## src/hdl/assert_macros.svh

```systemverilog
// Assertion shorthands shared by the RTL; they expect clk and rst_n in scope.
`ifndef ASSERT_MACROS_SVH
`define ASSERT_MACROS_SVH

// Check on every rising edge once reset has been released.
`define ASSERT_CLK(lbl, prop, msg) \
  lbl: assert property (@(posedge clk) disable iff (!rst_n) (prop)) else $error(msg);

// Check on every rising edge, reset included.
`define ASSERT_ALWAYS(lbl, prop, msg) \
  lbl: assert property (@(posedge clk) (prop)) else $error(msg);

`endif

```

## src/hdl/smcfd_pkg.sv

```systemverilog
package smcfd_pkg;

  localparam int unsigned FrameLen  = 5;
  localparam int unsigned PosW      = 3;
  localparam int unsigned CfgAddrW  = 8;
  localparam int unsigned CfgDataW  = 8;
  localparam int unsigned OutDataW  = 40;

  localparam logic [PosW-1:0] PosLast   = 3'(FrameLen - 1);
  localparam logic signed [7:0] RotLimit = 8'sd20;
  localparam logic [7:0] SpeedMax       = 8'd6;

  // Register indexes of the configuration port
  localparam logic [CfgAddrW-1:0] REG_MOTOR_CMD  = 8'd0;
  localparam logic [CfgAddrW-1:0] REG_SENSOR_CMD = 8'd1;
  localparam logic [CfgAddrW-1:0] REG_OK_REPLY   = 8'd2;
  localparam logic [CfgAddrW-1:0] REG_ERR_REPLY  = 8'd3;

  localparam logic [7:0] MotorCmdReset  = 8'd1;
  localparam logic [7:0] SensorCmdReset = 8'd2;
  localparam logic [7:0] OkReplyReset   = 8'd0;
  localparam logic [7:0] ErrReplyReset  = 8'd255;

  typedef struct packed {
    logic [7:0] motor_cmd;
    logic [7:0] sensor_cmd;
    logic [7:0] ok_reply;
    logic [7:0] err_reply;
  } cfg_t;

  // Frame as seen by the decoder when the next byte arrives
  typedef struct packed {
    logic       last;      // next byte is the checksum
    logic [7:0] cmd;
    logic [7:0] x;
    logic [7:0] y;
    logic [7:0] spd;
    logic [7:0] xsum;
  } frame_t;

  typedef struct packed {
    logic              frame_done;
    logic [2:0]        speed_level;
    logic              speed_valid;
    logic signed [6:0] move_rotate;
    logic signed [5:0] move_sideways;
    logic signed [5:0] move_forward;
    logic              motion_valid;
    logic              frame_error;
    logic [7:0]        tx_byte;
  } result_t;

endpackage

```

## src/hdl/smcfd_collect.sv

```systemverilog
module smcfd_collect (
  input  logic                  clk,
  input  logic                  rst_n,
  input  logic                  take,
  input  logic [7:0]            rx_byte,
  output smcfd_pkg::frame_t     frame,
  output logic [smcfd_pkg::PosW-1:0] pos
);
  import smcfd_pkg::*;

  logic [PosW-1:0] pos_r, pos_nxt;
  logic [7:0]      xsum_r, xsum_nxt;
  logic [7:0]      bytes_r [4];
  logic            last;

  assign last = (pos_r == PosLast);

  always_comb begin
    pos_nxt  = pos_r;
    xsum_nxt = xsum_r;
    if (take) begin
      if (last) begin
        pos_nxt  = '0;
        xsum_nxt = '0;
      end else begin
        pos_nxt  = pos_r + 3'd1;
        xsum_nxt = xsum_r ^ rx_byte;
      end
    end
  end

  always_ff @(posedge clk) begin
    if (!rst_n) begin
      pos_r  <= '0;
      xsum_r <= '0;
    end else begin
      pos_r  <= pos_nxt;
      xsum_r <= xsum_nxt;
    end
  end

  // frame byte store: no reset, every slot is written before a decode
  always_ff @(posedge clk) begin
    if (take && !last) begin
      bytes_r[pos_r[1:0]] <= rx_byte;
    end
  end

  assign frame.last = last;
  assign frame.cmd  = bytes_r[0];
  assign frame.x    = bytes_r[1];
  assign frame.y    = bytes_r[2];
  assign frame.spd  = bytes_r[3];
  assign frame.xsum = xsum_r;
  assign pos        = pos_r;

endmodule

```

## src/hdl/smcfd_decode.sv

```systemverilog
module smcfd_decode (
  input  smcfd_pkg::frame_t  frame,
  input  logic [7:0]         rx_byte,
  input  smcfd_pkg::cfg_t    cfg,
  output smcfd_pkg::result_t res
);
  import smcfd_pkg::*;

  logic              is_motor, is_sensor, sum_ok, err, motion;
  logic signed [7:0] ys;
  logic [7:0]        x_adj, y_adj;
  logic signed [5:0] x_q, y_q;
  logic              rot_en, spd_ok;

  // signed divide by four, truncated toward zero: bias negatives by three
  assign ys    = $signed(frame.y);
  assign x_adj = frame.x + {6'd0, frame.x[7], frame.x[7]};
  assign y_adj = frame.y + {6'd0, frame.y[7], frame.y[7]};
  assign x_q   = $signed(x_adj[7:2]);
  assign y_q   = $signed(y_adj[7:2]);

  assign is_motor  = (frame.cmd == cfg.motor_cmd);
  assign is_sensor = (frame.cmd == cfg.sensor_cmd);
  assign sum_ok    = (frame.xsum == rx_byte);
  assign rot_en    = (ys < RotLimit) && (ys > -RotLimit);
  assign spd_ok    = (frame.spd != 8'd0) && (frame.spd <= SpeedMax);

  // motor code wins when both codes match; a sensor frame ignores its checksum
  assign motion = frame.last && is_motor && sum_ok;
  assign err    = is_motor ? !sum_ok : !is_sensor;

  always_comb begin
    res = '0;
    if (frame.last) begin
      res.frame_done  = 1'b1;
      res.frame_error = err;
      res.tx_byte     = err ? cfg.err_reply : cfg.ok_reply;
    end
    if (motion) begin
      res.motion_valid  = 1'b1;
      res.move_forward  = y_q;
      res.move_sideways = x_q;
      res.move_rotate   = rot_en ? -{x_q[5], x_q} : 7'sd0;
      if (spd_ok) begin
        res.speed_valid = 1'b1;
        res.speed_level = frame.spd[2:0];
      end
    end
  end

endmodule

```

## src/hdl/spi_motor_command_frame_decoder.sv

```systemverilog
// Reply: an accepted byte request's reply is registered and shows on the out_ channel in the next cycle.
// Throughput: one byte per cycle; the single output register is refilled in the
//   cycle it is drained, so in_tready only drops while a reply waits unclaimed.
// Reset: synchronous active-low rst_n clears the frame position, checksum, output
//   valid and restores the configuration registers to their defaults.
module spi_motor_command_frame_decoder (
  input  logic                              clk,
  input  logic                              rst_n,
  // configuration write port
  input  logic                              cfg_we,
  input  logic [smcfd_pkg::CfgAddrW-1:0]    cfg_addr,
  input  logic [smcfd_pkg::CfgDataW-1:0]    cfg_wdata,
  // received byte stream
  input  logic                              in_tvalid,
  output logic                              in_tready,
  input  logic [7:0]                        in_tdata,  // [7:0] rx_byte
  // reply stream
  output logic                              out_tvalid,
  input  logic                              out_tready,
  // [7:0] tx_byte, [8] frame_error, [9] motion_valid, [15:10] move_forward,
  // [21:16] move_sideways, [28:22] move_rotate, [29] speed_valid,
  // [32:30] speed_level, [39:33] zero
  output logic [smcfd_pkg::OutDataW-1:0]    out_tdata,
  output logic                              out_tlast  // frame_done
);
  import smcfd_pkg::*;

  `include "assert_macros.svh"

  cfg_t            cfg_r, cfg_nxt;
  frame_t          frame;
  logic [PosW-1:0] pos;
  result_t         res, res_r;
  logic            out_valid_r, out_valid_nxt;
  logic            in_fire;

  // ---------------------------------------------------------------------------
  // Configuration registers; writes to unknown indexes are dropped
  // ---------------------------------------------------------------------------
  always_comb begin
    cfg_nxt = cfg_r;
    if (cfg_we) begin
      unique case (cfg_addr)
        REG_MOTOR_CMD:  cfg_nxt.motor_cmd  = cfg_wdata;
        REG_SENSOR_CMD: cfg_nxt.sensor_cmd = cfg_wdata;
        REG_OK_REPLY:   cfg_nxt.ok_reply   = cfg_wdata;
        REG_ERR_REPLY:  cfg_nxt.err_reply  = cfg_wdata;
        default:        cfg_nxt = cfg_r;
      endcase
    end
  end

  always_ff @(posedge clk) begin
    if (!rst_n) begin
      cfg_r.motor_cmd  <= MotorCmdReset;
      cfg_r.sensor_cmd <= SensorCmdReset;
      cfg_r.ok_reply   <= OkReplyReset;
      cfg_r.err_reply  <= ErrReplyReset;
    end else begin
      cfg_r <= cfg_nxt;
    end
  end

  // ---------------------------------------------------------------------------
  // Handshake: accept a new byte whenever the reply register is empty or
  // being drained in this same cycle.
  // ---------------------------------------------------------------------------
  assign in_tready = !out_valid_r || out_tready;
  assign in_fire   = in_tvalid && in_tready;

  // Frame gathering: position, checksum and the four header bytes
  smcfd_collect u_collect (
    .clk     (clk),
    .rst_n   (rst_n),
    .take    (in_fire),
    .rx_byte (in_tdata),
    .frame   (frame),
    .pos     (pos)
  );

  // Decode straight off the stored frame and the incoming checksum byte
  smcfd_decode u_decode (
    .frame   (frame),
    .rx_byte (in_tdata),
    .cfg     (cfg_r),
    .res     (res)
  );

  // ---------------------------------------------------------------------------
  // Reply register: load on accept, hold while stalled, clear valid on drain
  // ---------------------------------------------------------------------------
  always_comb begin
    out_valid_nxt = out_valid_r;
    if (in_fire) begin
      out_valid_nxt = 1'b1;
    end else if (out_tready) begin
      out_valid_nxt = 1'b0;
    end
  end

  always_ff @(posedge clk) begin
    if (!rst_n) begin
      out_valid_r <= 1'b0;
    end else begin
      out_valid_r <= out_valid_nxt;
    end
  end

  always_ff @(posedge clk) begin
    if (in_fire) begin
      res_r <= res;
    end
  end

  assign out_tvalid = out_valid_r;
  assign out_tlast  = res_r.frame_done;
  assign out_tdata  = {7'd0,
                       res_r.speed_level,
                       res_r.speed_valid,
                       res_r.move_rotate,
                       res_r.move_sideways,
                       res_r.move_forward,
                       res_r.motion_valid,
                       res_r.frame_error,
                       res_r.tx_byte};

  // ---------------------------------------------------------------------------
  // Assertions
  // ---------------------------------------------------------------------------
  // Position never runs past the checksum slot
  `ASSERT_CLK(a_pos_range, pos <= PosLast, "frame position out of range")
  // Completing a frame restarts the position
  `ASSERT_CLK(a_pos_wrap, (in_fire && frame.last) |=> (pos == '0), "position did not wrap")
  // Replies to mid-frame bytes carry nothing
  `ASSERT_CLK(a_mid_zero, (out_tvalid && !out_tlast) |-> (out_tdata == '0),
              "mid-frame reply not zero")
  // New motion only on an accepted completed frame
  `ASSERT_CLK(a_motion_ok, (out_tvalid && res_r.motion_valid) |->
              (out_tlast && !res_r.frame_error), "motion on rejected frame")

endmodule

```

## config.mk

```make
export PLATFORM = sky130hd
export DESIGN_NAME = spi_motor_command_frame_decoder
export DESIGN_NICKNAME = d
export VERILOG_FILES = /design/src/hdl/smcfd_pkg.sv /design/src/hdl/smcfd_collect.sv /design/src/hdl/smcfd_decode.sv /design/src/hdl/spi_motor_command_frame_decoder.sv
export VERILOG_INCLUDE_DIRS = /design/src /design/src/hdl
export SDC_FILE = /design/constraint.sdc
export NUM_CORES = 1
export LEC_CHECK = 0
export BUFFER_PORTS_ARGS = -buffer_cell sky130_fd_sc_hd__buf_4
export CORE_MARGIN = 4
export CORE_UTILIZATION = 50
export DETAILED_ROUTE_END_ITERATION = 16
export GPL_TIMING_DRIVEN = 1
export PLACE_DENSITY = 0.74
export SYNTH_ARGS = -nofsm -noshare
export SYNTH_HDL_FRONTEND = slang
export SYNTH_SLANG_ARGS = --single-unit
```

## constraint.sdc

```tcl
create_clock -name clk -period 2.31 [get_ports clk]
set_input_delay 0.1155 -clock clk [delete_from_list [all_inputs] [get_ports clk]]
set_output_delay 0.1155 -clock clk [all_outputs]
set_load 0.02 [all_outputs]
```

==> results of run 1 <==
-- registers in the layout, summed over array words and instances (netlist names) --
name and cells:
u_collect.bytes_r 32, out_tdata 33, out_tlast 1, u_collect.xsum_r 8
cfg_r 32, u_collect.pos 3, out_tvalid 1
-- power by group --
group,internal (mW),total [mW],switching [mW],leakage [nW]
sequential,2.14,2.17,0.0348,0.994
clock,0.540,1.21,0.673,0.111
combinational,0.152,0.358,0.205,1.30
total,2.83,3.74,0.913,2.41
-- cells in the mapped netlist (2+ instances only) --
master	n	area [um2]
clkbuf_1	10	37.5
ha_1	7	87.6
and4_1	3	26.3
nor4_4	2	42.5
xor2_1	23	201
edfxtp_1	66	1980
nor4_1	2	12.5
nor4b_1	2	17.5
o21ai_0	10	50.1
nand3b_1	8	60.1
xnor2_1	16	140
nand4b_1	2	17.5
and3_1	5	31.3
nand3_1	10	50.1
nor2_1	30	113
inv_1	7	26.3
and2_1	5	31.3
a21oi_1	9	45.0
nor3_4	2	32.5
nand2_1	22	82.6
nor3_1	3	15.0
nor2b_1	26	163
dfxtp_1	44	881
mux2i_1	32	320
o21ai_1	9	45.0
a21boi_0	10	75.1
nand4_1	4	25.0
buf_4	8	60.1
-- timing repair --
item                                   4_1_cts  5_1_grt
hold buffers                                 5        1
setup endpoints to repair                    1        1
buffers inserted                             0        2
gates cloned                                 0        0
endpoints found under the hold margin        5        2
pin swaps                                    1        2
resized for setup                            0        2
-- kinds of logic after synthesis --
| logic type | after synthesis | share of synthesized area [%] |
|---|---|---|
| AO/OA/AOI/OAI | 49 | 6.52 |
| XOR/XNOR | 39 | 7.01 |
| adder cells (fa/ha/maj) | 7 | 1.80 |
| buffers and inverters | 27 | 2.69 |
| flip-flops | 110 | 58.7 |
| multiplexers | 32 | 6.57 |
| other | 1 | 0.0769 |
| AND/OR/NAND/NOR | 134 | 16.6 |
-- metrics by stage --
stage               setup TNS (ns)  hold WS, ns
global route               -0.0488      0.00130
global placement                 0        0.366
CTS                              0      0.00147
finish                           0      0.00704
floorplan                  -0.0234        0.214
detailed placement               0        0.372
-- worst paths after layout --
path / slack [ns] / cells after the start / end / from
setup reg to reg: 0.09 / 9 / out_tdata[26] / u_collect.bytes_r[1][7]
hold reg to reg: 0.49 / 2 / cfg_r[4] / cfg_r[4]
setup / recovery: 0.09 / 9 / out_tdata[26] / u_collect.bytes_r[1][7]
hold / removal: 0.007 / 1 / u_collect.bytes_r[2][0] / in_tdata[0]
-- cell usage in the layout (no fill, tap or decap), drive strengths merged, types with 6 or more instances in the layout --
cell         instances
nand3               11
dlygate4sd3          6
dfxtp               44
ha                   7
inv                 11
mux2i               32
nand2               22
nor2b               26
a21boi              10
edfxtp              66
xnor2               16
nand3b               8
a21oi                9
xor2                23
o21ai               19
buf                 79
clkbuf              11
nor2                30
conb                 7
-- cell type report --
type	count	area, um2	area share [%]
multi-input cells	268	1940	33.1
repair buffers	85	653	11.1
flip-flops and latches	110	2860	48.8
clock buffers	11	174	2.96
well taps	129	161	2.75
inverters	8	30.0	0.512
clock inverters	5	43.8	0.746
-- routing by layer --
layer	share of wire (%)	wire, um	GRT usage [%]	vias to the layer above
met5	0	0	0	-
met4	0.92	89	5.84	0
met3	5.2	500	2.71	6
met2	49	4680	28.3	78
met1	45	4360	22.5	1573
li1	-	-	-	1579
-- critical path, cell delays in order, from the launching register on --
cell and delay, ns:
edfxtp_1 0.45, ha_4 0.27, a31oi_4 0.18, nor2b_2 0.08, xnor2_2 0.19, ha_2 0.21
inv_2 0.03, o31a_1 0.23, o221a_2 0.29, a211oi_2 0.14
==> impl_metrics.ini, run 1 <==
[status]
status = finished clean

[yosys]
ys_warn_count = 0
ys_ff_latch = 110
yosys_most_used_dff = edfxtp_1
syn_area_per_cell_um2 = 12.2
synth_seq_area_share_pct = 58.7
syn_inst = 399
synthArstFlopShare_pct = 0
synth_edf_count = 66
ys_types = 50
syn_area_um2 = 4880

[sta]
finalWorstSetupSlack_ns = 0.0864
hold_viol_final = 0
drv_slew = 0
setup_viol = 0
maxSlewHeadroom_pct = 49.7
timing.final.crit_period_ns = 2.22
min_period_over_period_pct = 96.3
fmax_ghz = 0.450
worst_pin_slew_ns = 0.752
finClkSkew_ns = 0.00942

[placed_design]
gp_congestion = 0.830
place_area_um2 = 5570
numPortBuffers = 64
post-place-ws_ns = 0.0219
dp_hpwl_mm = 6.78
placed_cells = 592

[final_layout]
drive_above_1_share_pct = 23.6
nFillCells = 750
diodes = 0
final_area_um2 = 5870
area_delta_synth_final_pct = 20.3
instances_no_fill = 616
final_util_pct = 62.6
final_nets = 518

[drt]
drc = 0
drtAntennaViolNets = 0
wl_mm = 9.63
first_iter_violations = 204
vias = 3236
vias_per_cell = 5.25
drt_pass1_iterations = 5
wl_per_cell_um = 15.6

[setup_path]
worstPathArrival_ns = 2.43
critPathKind = reg -> reg
cp-end-kind = register
critical_path_required_ns = 2.51
cp-start-kind = register
critPathMaxFanout = 3

[clock_network]
clk_latency_ns = 0.36
cts_sinks = 110
cts_tree = done
numCtsBuffers = 9
clk_path_buf_depth = 2
cts_htree_levels = 3
root_buffer = clkbuf_8
clkSlewWorstSetupHoldPaths_ns = 0.10

[global_route]
grt_overflow = 0
grt_pass1_wl_mm = 15.4
antenna_found_initial = 0
grt_pass1_vias = 3146
grt_max_degree = 45
grtUsageTotal_pct = 16.9

[floorplan]
start_util_pct = 52.0
core_um2 = 9370
pin_count = 72
fp.dieH_um = 107
dieArea_um2 = 11400
row_count = 35
dieWidth_um = 107

[power_and_ir_drop]
leakage_nw = 2.41
fin_total_pwr_mw = 3.74
irDropWorstVdd_mv = 0.358
power_density_nw_per_um2 = 638

[flow_run]
drv_cap = 0

[min_path]
hold_path_class = in -> reg
(Power assumes the default switching activity.)
==> inputs of run 2 (changes only) <==
--- a/config.mk
+++ b/config.mk
@@ -6,6 +6,7 @@
 export SDC_FILE = /design/constraint.sdc
 export NUM_CORES = 1
 export LEC_CHECK = 0
+export ABC_AREA = 1
 export BUFFER_PORTS_ARGS = -buffer_cell sky130_fd_sc_hd__buf_4
 export CORE_MARGIN = 4
 export CORE_UTILIZATION = 50
==> impl_metrics.ini, run 2 <==
[drt]
first_iter_violations = 172
vias_per_cell = 4.87
drtAntennaViolNets = 0
drc = 0
vias = 3763
wl_mm = 9.74
drt_pass1_iterations = 4
wl_per_cell_um = 12.6

[yosys]
synth_most_common_cell = nand2_1
synthArstFlopShare_pct = 0
ys_types = 39
synth-xor-area-share_pct = 1.91
yosys.area.top_type = edfxtp_1
synth_edf_count = 66
synth_common_cells = nand2_1, nor2_1, inv_1
ys_ff_latch = 110
synthMuxAreaShare_pct = 0
synth-simple-area-share_pct = 22.0
synth_compound_area_share_pct = 8.75
synth_seq_area_share_pct = 56.9
syn_inst = 558
synth_top_family_by_area = simple AND/OR/NAND/NOR gates
yosys_most_used_dff = edfxtp_1
synth_top_area_share_pct = 39.4
ys_top_cells_by_area = edfxtp_1, dfxtp_1, nand2_1
synth_adder_area_share_pct = 1.74
ys_warn_count = 0
syn_area_per_cell_um2 = 9.02
syn_area_um2 = 5030

[clock_network]
clk_latency_ns = 0.37
root_buffer = clkbuf_8
clk_path_buf_depth = 2
numCtsBuffers = 9
cts_tree = done
cts_sinks = 110
cts_htree_levels = 3
clkSlewWorstSetupHoldPaths_ns = 0.11

[floorplan]
start_util_pct = 51.5
pin_count = 72
dieArea_um2 = 11700
dieWidth_um = 108
row_count = 36
fp.dieH_um = 108
core_um2 = 9770

[sta]
tns_ns = 0
min_period_over_period_pct = 91.3
hold_viol_final = 0
finClkSkew_ns = 0.0138
drv_slew = 0
whs_ns = 0.0153
rsz0062_at_grt = no
fmax_ghz = 0.474
setup_viol = 0
timing.final.crit_period_ns = 2.11

[status]
status = finished clean

[min_path]
min_from = cfg_wdata[0]
holdPathStages = 3
hold_path_class = in -> reg
min_to = cfg_r[8]

[setup_path]
path_cells = ha_1 > nand3_1 > nand2_2 > nand2_1 > nand2_1 > ha_1 > inv_1 > nor2_1 > nand3_1 > nand3_2 > nor2_1
worstPathArrival_ns = 2.25
rrSetupSlack_ns = 0.20
critPathMaxFanout = 7
cp-end-kind = register
critical_path_required_ns = 2.45
slowest_stage = edfxtp_1
cp-start-kind = register
critPathKind = reg -> reg
slowest_delay_ns = 0.47
r2r_start = u_collect.bytes_r[1][7]
r2r_end = out_tdata[28]
reg2reg_depth = 11

[global_route]
grt_pass1_wl_mm = 16.0
grt_pass1_vias = 3505
grt_overflow = 0
grtUsageTotal_pct = 17.3
grt_max_degree = 37
antenna_found_initial = 0

[final_layout]
final_nets = 671
final_area_um2 = 5920
largest_reg_flops = 33
drive_above_1_share_pct = 16.7
diodes = 0
mostFrequentLayoutCells = nand2_1, nor2_1, inv_1
final_common_cell = nand2_1
area_delta_synth_final_pct = 17.7

[power_and_ir_drop]
fin_total_pwr_mw = 3.75
leakage_nw = 2.76
irDropWorstVdd_mv = 0.344
power_density_nw_per_um2 = 633

[flow_run]
drv_cap = 0

[placed_design]
gp_congestion = 0.839
place_area_um2 = 5630
numPortBuffers = 64
dp_hpwl_mm = 7.15
[run 2: changes by cell type after synthesis, moves of 15 or more]
cell	change
nand2_1	+79
inv_1	+69
nor2_1	+63
mux2i_1	-32
a21oi_1	+26
nor2b_1	-26
nand3_1	+18
o21ai_0	+16
xnor2_1	-15
[run 2: worst max path at each step]
stage	from	endpoint	slack (ns)	depth (start not counted)
3_5_place_dp	u_collect.bytes_r[1][7]	out_tdata[28]	0.18	11
4_1_cts	u_collect.bytes_r[1][7]	out_tdata[28]	0.17	11
3_3_place_gp	u_collect.bytes_r[1][7]	out_tdata[26]	0.28	11
6_report	u_collect.bytes_r[1][7]	out_tdata[28]	0.20	11
5_1_grt	u_collect.bytes_r[1][7]	out_tdata[28]	0.04	11
2_1_floorplan	u_collect.pos[0]	u_collect.bytes_r[1][0]	0.24	7
[run 2: logic make-up after synthesis]
kind of cell,count (synthesis)
AO/OA/AOI/OAI,80
XOR/XNOR,11
adder cells (fa/ha/maj),7
buffers and inverters,98
flip-flops,110
other,1
AND/OR/NAND/NOR,251
[run 2: per-stage QoR]
stage                     utilization [%]  worst slack [ns]  std cells
final                                60.6             0.200        773
after global routing                 60.6            0.0357        773
after CTS                            60.5             0.171        773
after detailed placement             57.6             0.185        749
after global placement               57.6             0.283        749
after floorplan                         -             0.236        564
[run 2: final cells by class]
type / instances / area (um2)
timing repair buffer: 80 / 621
tap: 133 / 166
clock buffer: 12 / 176
multi-input combinational: 356 / 1760
clock inverter: 4 / 35.0
sequential: 110 / 2860
inverter: 78 / 298
fill: 846 / 3850
[run 2: power breakdown]
group	leakage [nW]	switching [mW]	internal, mW	total (mW)
combinational	1.66	0.233	0.148	0.382
clock	0.109	0.651	0.529	1.18
sequential	0.996	0.0370	2.15	2.18
[run 2: routing by layer]
metal	vias up	global-route usage, %	part of all wire [%]
li1	1956	-	-
met2	78	29.4	49
met1	1714	22.0	44
met4	0	6.04	1.7
met3	15	3.64	4.9
met5	-	0	0
[run 2: what timing repair did]
| item | 4_1_cts | 5_1_grt |
|---|---|---|
| setup buffers | 0 | 0 |
| endpoints found under the hold margin | 32 | 0 |
| endpoints found under the setup margin | 0 | 2 |
| gates resized for setup | 0 | 1 |
| hold buffers | 8 | 0 |
[run 2: critical path: cells and delay by family, from the launching register on]
kind                     cells  cell delay (ns)
buffers and inverters        1             0.06
flip-flops                   1             0.47
adder cells (fa/ha/maj)      2             0.51
AND/OR/NAND/NOR              8             0.85
==> inputs of run 3 (changes only) <==
--- a/config.mk
+++ b/config.mk
@@ -10,6 +10,7 @@
 export BUFFER_PORTS_ARGS = -buffer_cell sky130_fd_sc_hd__buf_4
 export CORE_MARGIN = 4
 export CORE_UTILIZATION = 50
+export CTS_BUF_LIST = sky130_fd_sc_hd__clkbuf_8
 export DETAILED_ROUTE_END_ITERATION = 16
 export GPL_TIMING_DRIVEN = 1
 export PLACE_DENSITY = 0.74
==> constraint.sdc (replaced) <==
create_clock -name clk -period 2.31 [get_ports clk]
set_input_delay 0 -clock clk [delete_from_list [all_inputs] [get_ports clk]]
set_output_delay 0 -clock clk [all_outputs]
set_load 0.02 [all_outputs]
==> impl_metrics.ini, run 3 (synthesis gave the netlist of run 2 again) <==
[drt]
wl_mm = 10.1
drt_pass1_iterations = 5
drc = 0
vias = 3862
drtAntennaViolNets = 0
wl_per_cell_um = 12.9
vias_per_cell = 4.92
first_iter_violations = 154

[floorplan]
dieWidth_um = 108
pin_count = 72
core_um2 = 9770
row_count = 36
start_util_pct = 51.5
dieArea_um2 = 11700
fp.dieH_um = 108

[final_layout]
drive_above_1_share_pct = 16.3
nFillCells = 836
diodes = 0
final_area_um2 = 6050
final_common_cell = nand2_1
mostFrequentLayoutCells = nand2_1, nor2_1, inv_1
largest_reg_flops = 33
final_nets = 683
area_delta_synth_final_pct = 20.2
instances_no_fill = 785

[clock_network]
root_buffer = clkbuf_8
cts_sinks = 110
clkSlewWorstSetupHoldPaths_ns = 0.11
postCtsSetupBuffers = 0
cts_htree_levels = 3
clk_latency_ns = 0.36
cts_tree = done
numCtsBuffers = 9
clk_path_buf_depth = 2

[global_route]
antenna_found_initial = 0
grt_pass1_vias = 3622
grt_overflow = 0
grtUsageTotal_pct = 17.8
grt_pass1_wl_mm = 16.5
grt_max_degree = 37

[setup_path]
reg2reg_depth = 11
worstPathArrival_ns = 2.26
cp-end-kind = register
critPathKind = reg -> reg
critPathMaxFanout = 7
cp-start-kind = register
critical_path_required_ns = 2.44

[placed_design]
place_area_um2 = 5620
gp_congestion = 0.838
numPortBuffers = 64
dp_hpwl_mm = 7.14
placed_cells = 748

[sta]
hold_viol_final = 0
min_period_over_period_pct = 92.1
finClkSkew_ns = 0.0136
setup_viol = 0
timing.final.crit_period_ns = 2.13
worst_pin_slew_ns = 0.518
fmax_ghz = 0.470
tns_ns = 0
maxSlewHeadroom_pct = 65.4
rsz0062_at_grt = no
drv_slew = 0

[flow_run]
drv_cap = 0

[min_path]
holdPathStages = 4
hold_path_class = in -> reg

[power_and_ir_drop]
power_density_nw_per_um2 = 629
leakage_nw = 2.81
irDropWorstVdd_mv = 0.350

[status]
status = finished clean
[run 3: final cells by class]
type	instances	area, um2	share of cell area [%]
tap	133	166	2.75
multi-input combinational	356	1760	29.1
clock buffer	11	151	2.50
inverter	78	298	4.92
clock inverter	5	65.1	1.08
sequential	110	2860	47.3
timing repair buffer	92	743	12.3
[run 3: routing by layer]
metal | global-route usage (%) | wire, um | share of wire, %
met4 | 5.41 | 90 | 0.89
met1 | 21.7 | 4480 | 44
met5 | 0 | 0 | 0
met3 | 2.93 | 515 | 5.1
met2 | 32.2 | 5020 | 50
[run 3: final timing paths]
path,start,end,slack (ns)
min,cfg_addr[1],cfg_r[28],0.03
min reg2reg,cfg_r[6],cfg_r[6],0.47
max reg2reg,u_collect.bytes_r[1][7],out_tdata[28],0.18
max,u_collect.bytes_r[1][7],out_tdata[28],0.18
[run 3: metrics by stage]
step | hold WS [ns] | setup WS (ns) | power [mW] | utilization [%]
after floorplan | 0.0989 | 0.236 | 2.45 | -
after global placement | 0.248 | 0.283 | 2.59 | 57.5
after detailed placement | 0.247 | 0.152 | 2.60 | 57.5
after CTS | 0.00897 | 0.136 | 3.83 | 61.9
after global routing | 0.0342 | 0.0440 | 3.96 | 61.9
final | 0.0291 | 0.183 | 3.80 | 61.9
[run 3: critical path: stages, from the launching register on]
cell and delay, ns:
edfxtp_1 0.47, ha_1 0.33, nand3_1 0.12, nand2_2 0.15, nand2_1 0.08, nand2_1 0.12
ha_1 0.17, inv_1 0.05, nor2_1 0.15, nand3_1 0.11, nand3_2 0.10, nor2_1 0.04
[run 3: timing repair]
action,4_1_cts,5_1_grt
gates resized for setup,0,1
endpoints found under the hold margin,65,0
hold buffers,21,0
endpoints found under the setup margin,0,2
[run 3: where the power goes]
part | switching (mW) | internal (mW)
Combinational | 0.236 | 0.158
Clock | 0.649 | 0.573
Sequential | 0.0382 | 2.15
Total | 0.923 | 2.88
